==> config.mk <==
export PLATFORM = sky130hd
export DESIGN_NAME = sorted_deadline_alarm_queue_top
export DESIGN_NICKNAME = d
export VERILOG_FILES = /design/src/sv/sdaq_pkg.sv /design/src/sv/sorted_deadline_alarm_queue_top.sv /design/src/sv/sdaq_cell.sv
export SDC_FILE = /design/constraint.sdc
export NUM_CORES = 2
export LEC_CHECK = 0
export BUFFER_PORTS_ARGS = -buffer_cell sky130_fd_sc_hd__buf_2
export CELL_PAD_IN_SITES_DETAIL_PLACEMENT = 0
export CELL_PAD_IN_SITES_GLOBAL_PLACEMENT = 2
export CORE_ASPECT_RATIO = 1.1
export CORE_UTILIZATION = 45
export CTS_CLUSTER_DIAMETER = 150
export CTS_CLUSTER_SIZE = 40
export DETAILED_ROUTE_END_ITERATION = 10
export HOLD_SLACK_MARGIN = 0.06
export MAX_ROUTING_LAYER = met4
export PLACE_DENSITY = 0.92
export SLEW_MARGIN = 0
export SYNTH_ARGS = -nofsm -noshare
export SYNTH_HDL_FRONTEND = slang
export SYNTH_SLANG_ARGS = --single-unit
==> constraint.sdc <==
create_clock -name clk_i -period 15.2 [get_ports clk_i]
set_clock_uncertainty 0.1 [all_clocks]
set_input_delay 1.52 -clock clk_i [delete_from_list [all_inputs] [get_ports clk_i]]
set_output_delay 1.52 -clock clk_i [all_outputs]
set_load 0.005 [all_outputs]
==> src/sv/sdaq_pkg.sv <==
// shared types and codes for the sorted deadline alarm queue
package sdaq_pkg;

  localparam int unsigned DEPTH_DEF = 16;

  localparam logic [31:0] TIME_MAX = 32'hFFFF_FFFF;

  // action codes of an input transfer
  localparam logic [1:0] ACT_TICK  = 2'd0;
  localparam logic [1:0] ACT_SET   = 2'd1;
  localparam logic [1:0] ACT_CLEAR = 2'd2;
  localparam logic [1:0] ACT_POP   = 2'd3;

  // status codes of a result transfer
  localparam logic [1:0] ST_OK    = 2'd0;
  localparam logic [1:0] ST_FULL  = 2'd1;
  localparam logic [1:0] ST_EMPTY = 2'd2;

  typedef enum logic [1:0] {
    CELL_HOLD,
    CELL_INSERT,
    CELL_ROTATE
  } cell_cmd_e;

  typedef struct packed {
    cell_cmd_e   cmd;
    logic [31:0] deadline;
  } cell_ctrl_t;

endpackage

==> src/sv/sorted_deadline_alarm_queue_top.sv <==
// top level of the sorted deadline alarm queue: control, counter and cell chain
// result strobe: in the cycle after the accepting edge for clear, pop and a quiet tick;
// for a set and a firing tick after the re-arm walk over the cell ring, through S_SCAN, then S_DONE
// transfers: one at a time, busy until the strobe ends, so no new transfer is taken before
// the last one is through; the receiver cannot stall
// reset: asynchronous active low, clears counter, count and alarm; slots are not cleared
module sorted_deadline_alarm_queue_top #(
  parameter int unsigned DEPTH = sdaq_pkg::DEPTH_DEF
) (
  input  logic        clk_i,
  input  logic        rst_ni,
  input  logic        start,
  output logic        busy,
  input  logic [1:0]  action_i,
  input  logic [15:0] seconds_i,
  output logic        result_valid_o,
  output logic        fired_o,
  output logic        armed_o,
  output logic [31:0] armed_deadline_o,
  output logic [31:0] remaining_o,
  output logic [31:0] current_time_o,
  output logic [4:0]  entries_o,
  output logic [31:0] earliest_o,
  output logic [31:0] popped_value_o,
  output logic [1:0]  status_o
);
  import sdaq_pkg::*;

  localparam int unsigned CntW = $clog2(DEPTH + 1);
  localparam int unsigned IdxW = $clog2(DEPTH);

  // controller states
  localparam logic [1:0] S_IDLE = 2'd0;
  localparam logic [1:0] S_SCAN = 2'd1;
  localparam logic [1:0] S_DONE = 2'd2;

  logic [1:0]      state_q, state_d;
  logic [CntW-1:0] count_q, count_d;
  logic [31:0]     now_q, now_d;
  logic            armed_q, armed_d;
  logic [31:0]     pending_q, pending_d;
  logic            fired_q, fired_d;
  logic [31:0]     popped_q, popped_d;
  logic [1:0]      status_q, status_d;
  logic [IdxW-1:0] idx_q, idx_d;

  logic [DEPTH-1:0][31:0] cell_val;
  logic [DEPTH-1:0]       cell_le;
  logic [DEPTH-1:0]       occ;
  cell_ctrl_t             ctrl;

  logic        accept;
  logic [31:0] now_inc;
  logic [32:0] set_sum;
  logic [31:0] set_deadline;
  logic        full;

  assign busy   = (state_q != S_IDLE);
  assign accept = start && !busy;

  // saturating counter step and saturating deadline sum
  assign now_inc      = (now_q == TIME_MAX) ? now_q : now_q + 32'd1;
  assign set_sum      = {1'b0, now_q} + 33'(seconds_i);
  assign set_deadline = set_sum[32] ? TIME_MAX : set_sum[31:0];
  assign full         = (count_q >= CntW'(DEPTH));

  // chain command: sorted insert on a set when not full, rotate on a pop when not empty and during the walk
  always_comb begin
    ctrl.cmd      = CELL_HOLD;
    ctrl.deadline = set_deadline;
    if (accept && (action_i == ACT_SET) && !full) begin
      ctrl.cmd = CELL_INSERT;
    end else if (accept && (action_i == ACT_POP) && (count_q != '0)) begin
      ctrl.cmd = CELL_ROTATE;
    end else if (state_q == S_SCAN) begin
      ctrl.cmd = CELL_ROTATE;
    end
  end

  // ring of cells: each takes its left neighbor on insert, its right one on rotate
  for (genvar i = 0; i < DEPTH; i++) begin : g_cell
    localparam int unsigned Prev = (i == 0) ? DEPTH - 1 : i - 1;
    localparam int unsigned Next = (i == DEPTH - 1) ? 0 : i + 1;

    assign occ[i] = (CntW'(i) < count_q);

    sdaq_cell u_cell (
      .clk_i      (clk_i),
      .ctrl_i     (ctrl),
      .occ_i      (occ[i]),
      .prev_val_i (cell_val[Prev]),
      // head slot has no left neighbor: it takes the new deadline if it moves
      .prev_le_i  ((i == 0) ? 1'b1 : cell_le[Prev]),
      .next_val_i (cell_val[Next]),
      .val_o      (cell_val[i]),
      .le_o       (cell_le[i])
    );
  end

  always_comb begin
    state_d   = state_q;
    count_d   = count_q;
    now_d     = now_q;
    armed_d   = armed_q;
    pending_d = pending_q;
    fired_d   = fired_q;
    popped_d  = popped_q;
    status_d  = status_q;
    idx_d     = idx_q;
    unique case (state_q)
      S_IDLE: begin
        if (accept) begin
          fired_d  = 1'b0;
          popped_d = '0;
          status_d = ST_OK;
          idx_d    = '0;
          state_d  = S_DONE;
          unique case (action_i)
            ACT_TICK: begin
              now_d = now_inc;
              if (armed_q && (pending_q <= now_inc)) begin
                fired_d   = 1'b1;
                armed_d   = 1'b0;
                pending_d = '0;
                state_d   = S_SCAN;
              end
            end
            ACT_SET: begin
              if (full) begin
                status_d = ST_FULL;
              end else begin
                count_d = count_q + CntW'(1);
              end
              armed_d   = 1'b0;
              pending_d = '0;
              state_d   = S_SCAN;
            end
            ACT_CLEAR: begin
              armed_d   = 1'b0;
              pending_d = '0;
            end
            ACT_POP: begin
              if (count_q == '0) begin
                status_d = ST_EMPTY;
              end else begin
                popped_d = cell_val[0];
                count_d  = count_q - CntW'(1);
              end
            end
          endcase
        end
      end
      S_SCAN: begin
        // head slot holds entry idx_q; first one later than now wins
        if (!armed_q && (CntW'(idx_q) < count_q) && (cell_val[0] > now_q)) begin
          armed_d   = 1'b1;
          pending_d = cell_val[0];
        end
        idx_d = idx_q + IdxW'(1);
        if (idx_q == IdxW'(DEPTH - 1)) begin
          state_d = S_DONE;
        end
      end
      S_DONE: begin
        state_d = S_IDLE;
      end
      default: begin
        state_d = S_IDLE;
      end
    endcase
  end

  always_ff @(posedge clk_i or negedge rst_ni) begin
    if (!rst_ni) begin
      state_q   <= S_IDLE;
      count_q   <= '0;
      now_q     <= '0;
      armed_q   <= 1'b0;
      pending_q <= '0;
      fired_q   <= 1'b0;
      popped_q  <= '0;
      status_q  <= ST_OK;
      idx_q     <= '0;
    end else begin
      state_q   <= state_d;
      count_q   <= count_d;
      now_q     <= now_d;
      armed_q   <= armed_d;
      pending_q <= pending_d;
      fired_q   <= fired_d;
      popped_q  <= popped_d;
      status_q  <= status_d;
      idx_q     <= idx_d;
    end
  end

  // result fields come straight from state registers; ring is back in order here
  assign result_valid_o   = (state_q == S_DONE);
  assign fired_o          = fired_q;
  assign armed_o          = armed_q;
  assign armed_deadline_o = armed_q ? pending_q : '0;
  assign remaining_o      = (armed_q && (pending_q > now_q)) ? pending_q - now_q : '0;
  assign current_time_o   = now_q;
  assign entries_o        = 5'(count_q);
  assign earliest_o       = (count_q != '0) ? cell_val[0] : '0;
  assign popped_value_o   = popped_q;
  assign status_o         = status_q;

`ifndef ASSERT_OFF
  // an accepted transfer makes the block busy in the next cycle
  a_accept_busy: assert property (@(posedge clk_i) disable iff (!rst_ni)
    accept |=> busy)
    else $error("accepted transfer did not raise busy");

  // a result strobe lasts one cycle and is followed by idle
  a_strobe_single: assert property (@(posedge clk_i) disable iff (!rst_ni)
    result_valid_o |=> (!result_valid_o && !busy))
    else $error("result strobe longer than one cycle");

  // at a result strobe, a pending alarm lies strictly in the future
  a_armed_future: assert property (@(posedge clk_i) disable iff (!rst_ni)
    (result_valid_o && armed_o) |-> (remaining_o != 32'd0))
    else $error("armed alarm not later than current time");

  // the count never exceeds the number of slots
  a_count_bound: assert property (@(posedge clk_i) disable iff (!rst_ni)
    count_q <= CntW'(DEPTH))
    else $error("entry count beyond depth");
`endif

endmodule

==> src/sv/sdaq_cell.sv <==
// one slot of the sorted deadline chain
module sdaq_cell (
  input  logic                clk_i,
  input  sdaq_pkg::cell_ctrl_t ctrl_i,
  input  logic                occ_i,
  input  logic [31:0]         prev_val_i,
  input  logic                prev_le_i,
  input  logic [31:0]         next_val_i,
  output logic [31:0]         val_o,
  output logic                le_o
);
  import sdaq_pkg::*;

  logic [31:0] val_q, val_d;

  // occupied and not later than the new deadline: stays put on insert
  assign le_o = occ_i && (val_q <= ctrl_i.deadline);
  assign val_o = val_q;

  always_comb begin
    val_d = val_q;
    case (ctrl_i.cmd)
      CELL_INSERT: begin
        if (le_o) begin
          val_d = val_q;
        end else if (prev_le_i) begin
          val_d = ctrl_i.deadline;
        end else begin
          val_d = prev_val_i;
        end
      end
      CELL_ROTATE: val_d = next_val_i;
      default:     val_d = val_q;
    endcase
  end

  always_ff @(posedge clk_i) begin
    val_q <= val_d;
  end

endmodule
==> flow_metrics.tcl <==
set metrics [dict create \
    tightest_slew_ps 1340 \
    hold_path_depth 2 \
    leakage_nw 22.1 \
    cts_buffer_depth 3 \
    cp_slowest_cell "nor4_1" \
    status "finished clean" \
    final_antenna_net_count 0 \
    finalSetupViolCount 0 \
    n_fill_cell 9893 \
    hold_buffers 0 \
    instances_no_fill 6305 \
    drc 0 \
    arrival_ps 8720 \
    maxCapViolCount 0 \
    synth.area.top_cells "edfxtp_1 32%, ha_1 15%, a221o_1 6.2%" \
    layout-drive-gt1-share 0.0902 \
    async_flop_share 0.178 \
    regArea_um2 18200 \
    placedInstanceArea_um2 50000 \
    grt_use_total 0.358 \
    initial_core_util 0.455 \
    synth_top_area_cell "edfxtp_1" \
    cp_max_fo 33 \
    hold_viol_final 0 \
    cts_buffers 20 \
    r2r_start "current_time_o[0]" \
    wire_per_inst_um 30.3 \
    grt-ovfl-total 0 \
    maxSlewHeadroom 0.0935 \
    critical_path_required_ps 15470 \
    via_per_inst 6.64 \
    vdd_drop_max_uv 163 \
    area_growth_pct 6.74 \
    ys.flop_type "edfxtp_1" \
    crit_start "seconds_i[0]" \
    portBuffers 191 \
    dpl.cell_count 6269 \
    die_x_um 311 \
    tns_ps 0 \
    grt_max_degree 176 \
    synth-seq-cells 623 \
    gp_congestion 1.03 \
    yosysSeqAreaShare 0.383 \
    syn_area_per_cell_um2 9.71 \
    finalCritPeriodShare 0.556 \
    ys_warn_count 0 \
    htree_num_levels 1 \
    grt_pass1_vias 39305 \
    synth_edf_count 512 \
    cts_tree "built" \
    multi_input_area_um2 27700 \
    yosysUniqueCellTypes 98 \
    max_freq_mhz 118 \
    cts_resized 0 \
    powerDensity_nw_per_um2 240 \
    drt_iter0_drc 5047 \
    synthesis.nets 5491 \
    dieArea_um2 107000 \
    mappedNetlistArea_um2 47400 \
    die_h_um 342 \
    synthTopCellsByCount "605 x nand2_1, 586 x ha_1, 512 x edfxtp_1, 370 x nor2_1, 299 x a21oi_1" \
    post-route-cell-area_um2 50600 \
    top_level_ports 192 \
    criticalPathCategory "in -> reg" \
    drt-total-wl_um 191000 \
    num_rows 124 \
    rsz0062_at_grt "no" \
    crit_path_cell_trace "buf_2 -> ha_1 -> fa_1 -> a211oi_2 -> o21ai_1 -> o21ai_2 -> a21o_1 -> a211oi_1 -> mux2_2 -> inv_1 -> ha_1 -> nand4_1 -> nor4_1 -> nand3_1 -> nor4_1 -> o211ai_1 -> a222oi_1 -> buf_4 -> a21oi_4 -> buf_4" \
    synthCells 4882 \
    slew_viol_final 0 \
    grt_pass1_wl_um 275000 \
    min_path_type "reg -> reg" \
    core_area_um2 104000 \
    post-cts-setup-buffer-count 0 \
    rrSetupSlack_ps 7000 \
    min_period_ps 8450 \
    worstSetupStartpointType "input port" \
    dr.pass1.iters 6 \
    clockRootBuffer "clkbuf_16" \
    routed-via-count 41862 \
    synth.most_common_cell "nand2_1" \
    path_clk_slew_ps 170 \
    nets 5514 \
    place_hpwl_um 141000 \
    clock-sinks 623 \
    clock_latency_ps 670 \
    endpoint "g_cell[6].u_cell.val_o[29]" \
    reg2reg_to "g_cell[6].u_cell.val_o[29]" \
    synth_top_area_frac 0.324 \
    end_kind "flip-flop" \
    cpPeakStageDelay_ps 820 \
    r2r_cells 19 \
    antenna_found_initial 5 \
]
-- registers in the layout, summed over array words and instances, names as in the netlist --
name	count
armed_o	1
current_time_o	32
entries_o	5
fired_o	1
g_cell.u_cell.val_o	512
idx_q	4
pending_q	32
popped_value_o	32
state_q	2
status_o	2
-- worst min-delay path by stage --
stage / start / end
after floorplan: status_o[0] / status_o[0]
after CTS: popped_value_o[13] / popped_value_o[13]
after global routing: popped_value_o[18] / popped_value_o[18]
after detailed placement: status_o[1] / status_o[1]
after global placement: status_o[1] / status_o[1]
final: status_o[1] / status_o[1]
-- per-stage QoR --
| stage | util | power (W) | setup slack, ps | hold slack [ps] |
|---|---|---|---|---|
| 2_1_floorplan | - | 0.00853 | 6490 | 373 |
| 6_report | 0.486 | 0.0121 | 6750 | 412 |
| 3_3_place_gp | 0.480 | 0.0110 | 6310 | 363 |
| 5_1_grt | 0.486 | 0.0128 | 6620 | 434 |
| 3_5_place_dp | 0.480 | 0.0111 | 6430 | 372 |
| 4_1_cts | 0.486 | 0.0120 | 7080 | 418 |
-- worst max-delay path, delay by kind of cell --
kind	cells	cell delay, ps
multiplexers	1	430
buffers and inverters	4	1460
AO/OA/AOI/OAI	8	2030
adder cells (fa/ha/maj)	3	1230
AND/OR/NAND/NOR	4	1970
-- cell type report --
class | count | share of cell area
Clock buffer | 26 | 0.0108
Tap cell | 1386 | 0.0343
Timing Repair Buffer | 315 | 0.0379
Antenna cell | 7 | 0.000346
Clock inverter | 3 | 0.00121
Sequential cell | 623 | 0.359
Multi-Input combinational cell | 3815 | 0.547
Inverter | 130 | 0.00965
-- cell families (layout without fill, tap and decap cells) --
| family | after synthesis | after routing | share of synthesized area |
|---|---|---|---|
| DFF | 623 | 623 | 0.383 |
| buffers and inverters | 444 | 474 | 0.0395 |
| other | 0 | 7 | 0 |
| and+or+nand+nor | 1566 | 1566 | 0.153 |
| AOI/OAI and AO/OA | 1423 | 1423 | 0.221 |
| xor gates and xnor gates | 108 | 108 | 0.0200 |
| muxes | 126 | 126 | 0.0275 |
| adders and majority gates | 592 | 592 | 0.156 |
-- layout by cell type (no fill, tap or decap), drive strengths merged, types with 111 or more instances in the layout --
| cell | instances |
|---|---|
| a221o | 295 |
| o21ai | 259 |
| a21oi | 301 |
| nand2 | 605 |
| inv | 131 |
| ha | 586 |
| buf | 315 |
| nor2 | 371 |
| nand3 | 125 |
| dfrtp | 111 |
| edfxtp | 512 |
| a21o | 204 |
-- layer usage --
| layer | global-route usage | up-vias | wire length (µm) |
|---|---|---|---|
| met4 | 0.188 | 0 | 11700 |
| met2 | 0.540 | 2186 | 84700 |
| met1 | 0.465 | 20504 | 78200 |
| li1 | - | 18704 | - |
| met3 | 0.0517 | 468 | 16300 |
| met5 | - | - | 0 |
-- where the power goes --
part / internal, W / total (W) / switching (W)
combinational: 0.00257 / 0.00686 / 0.00428
sequential: 0.00329 / 0.00443 / 0.00113
clock: 0.000265 / 0.000860 / 0.000595
total: 0.00613 / 0.0121 / 0.00601
Note: power is estimated with default switching activity, not from simulation.
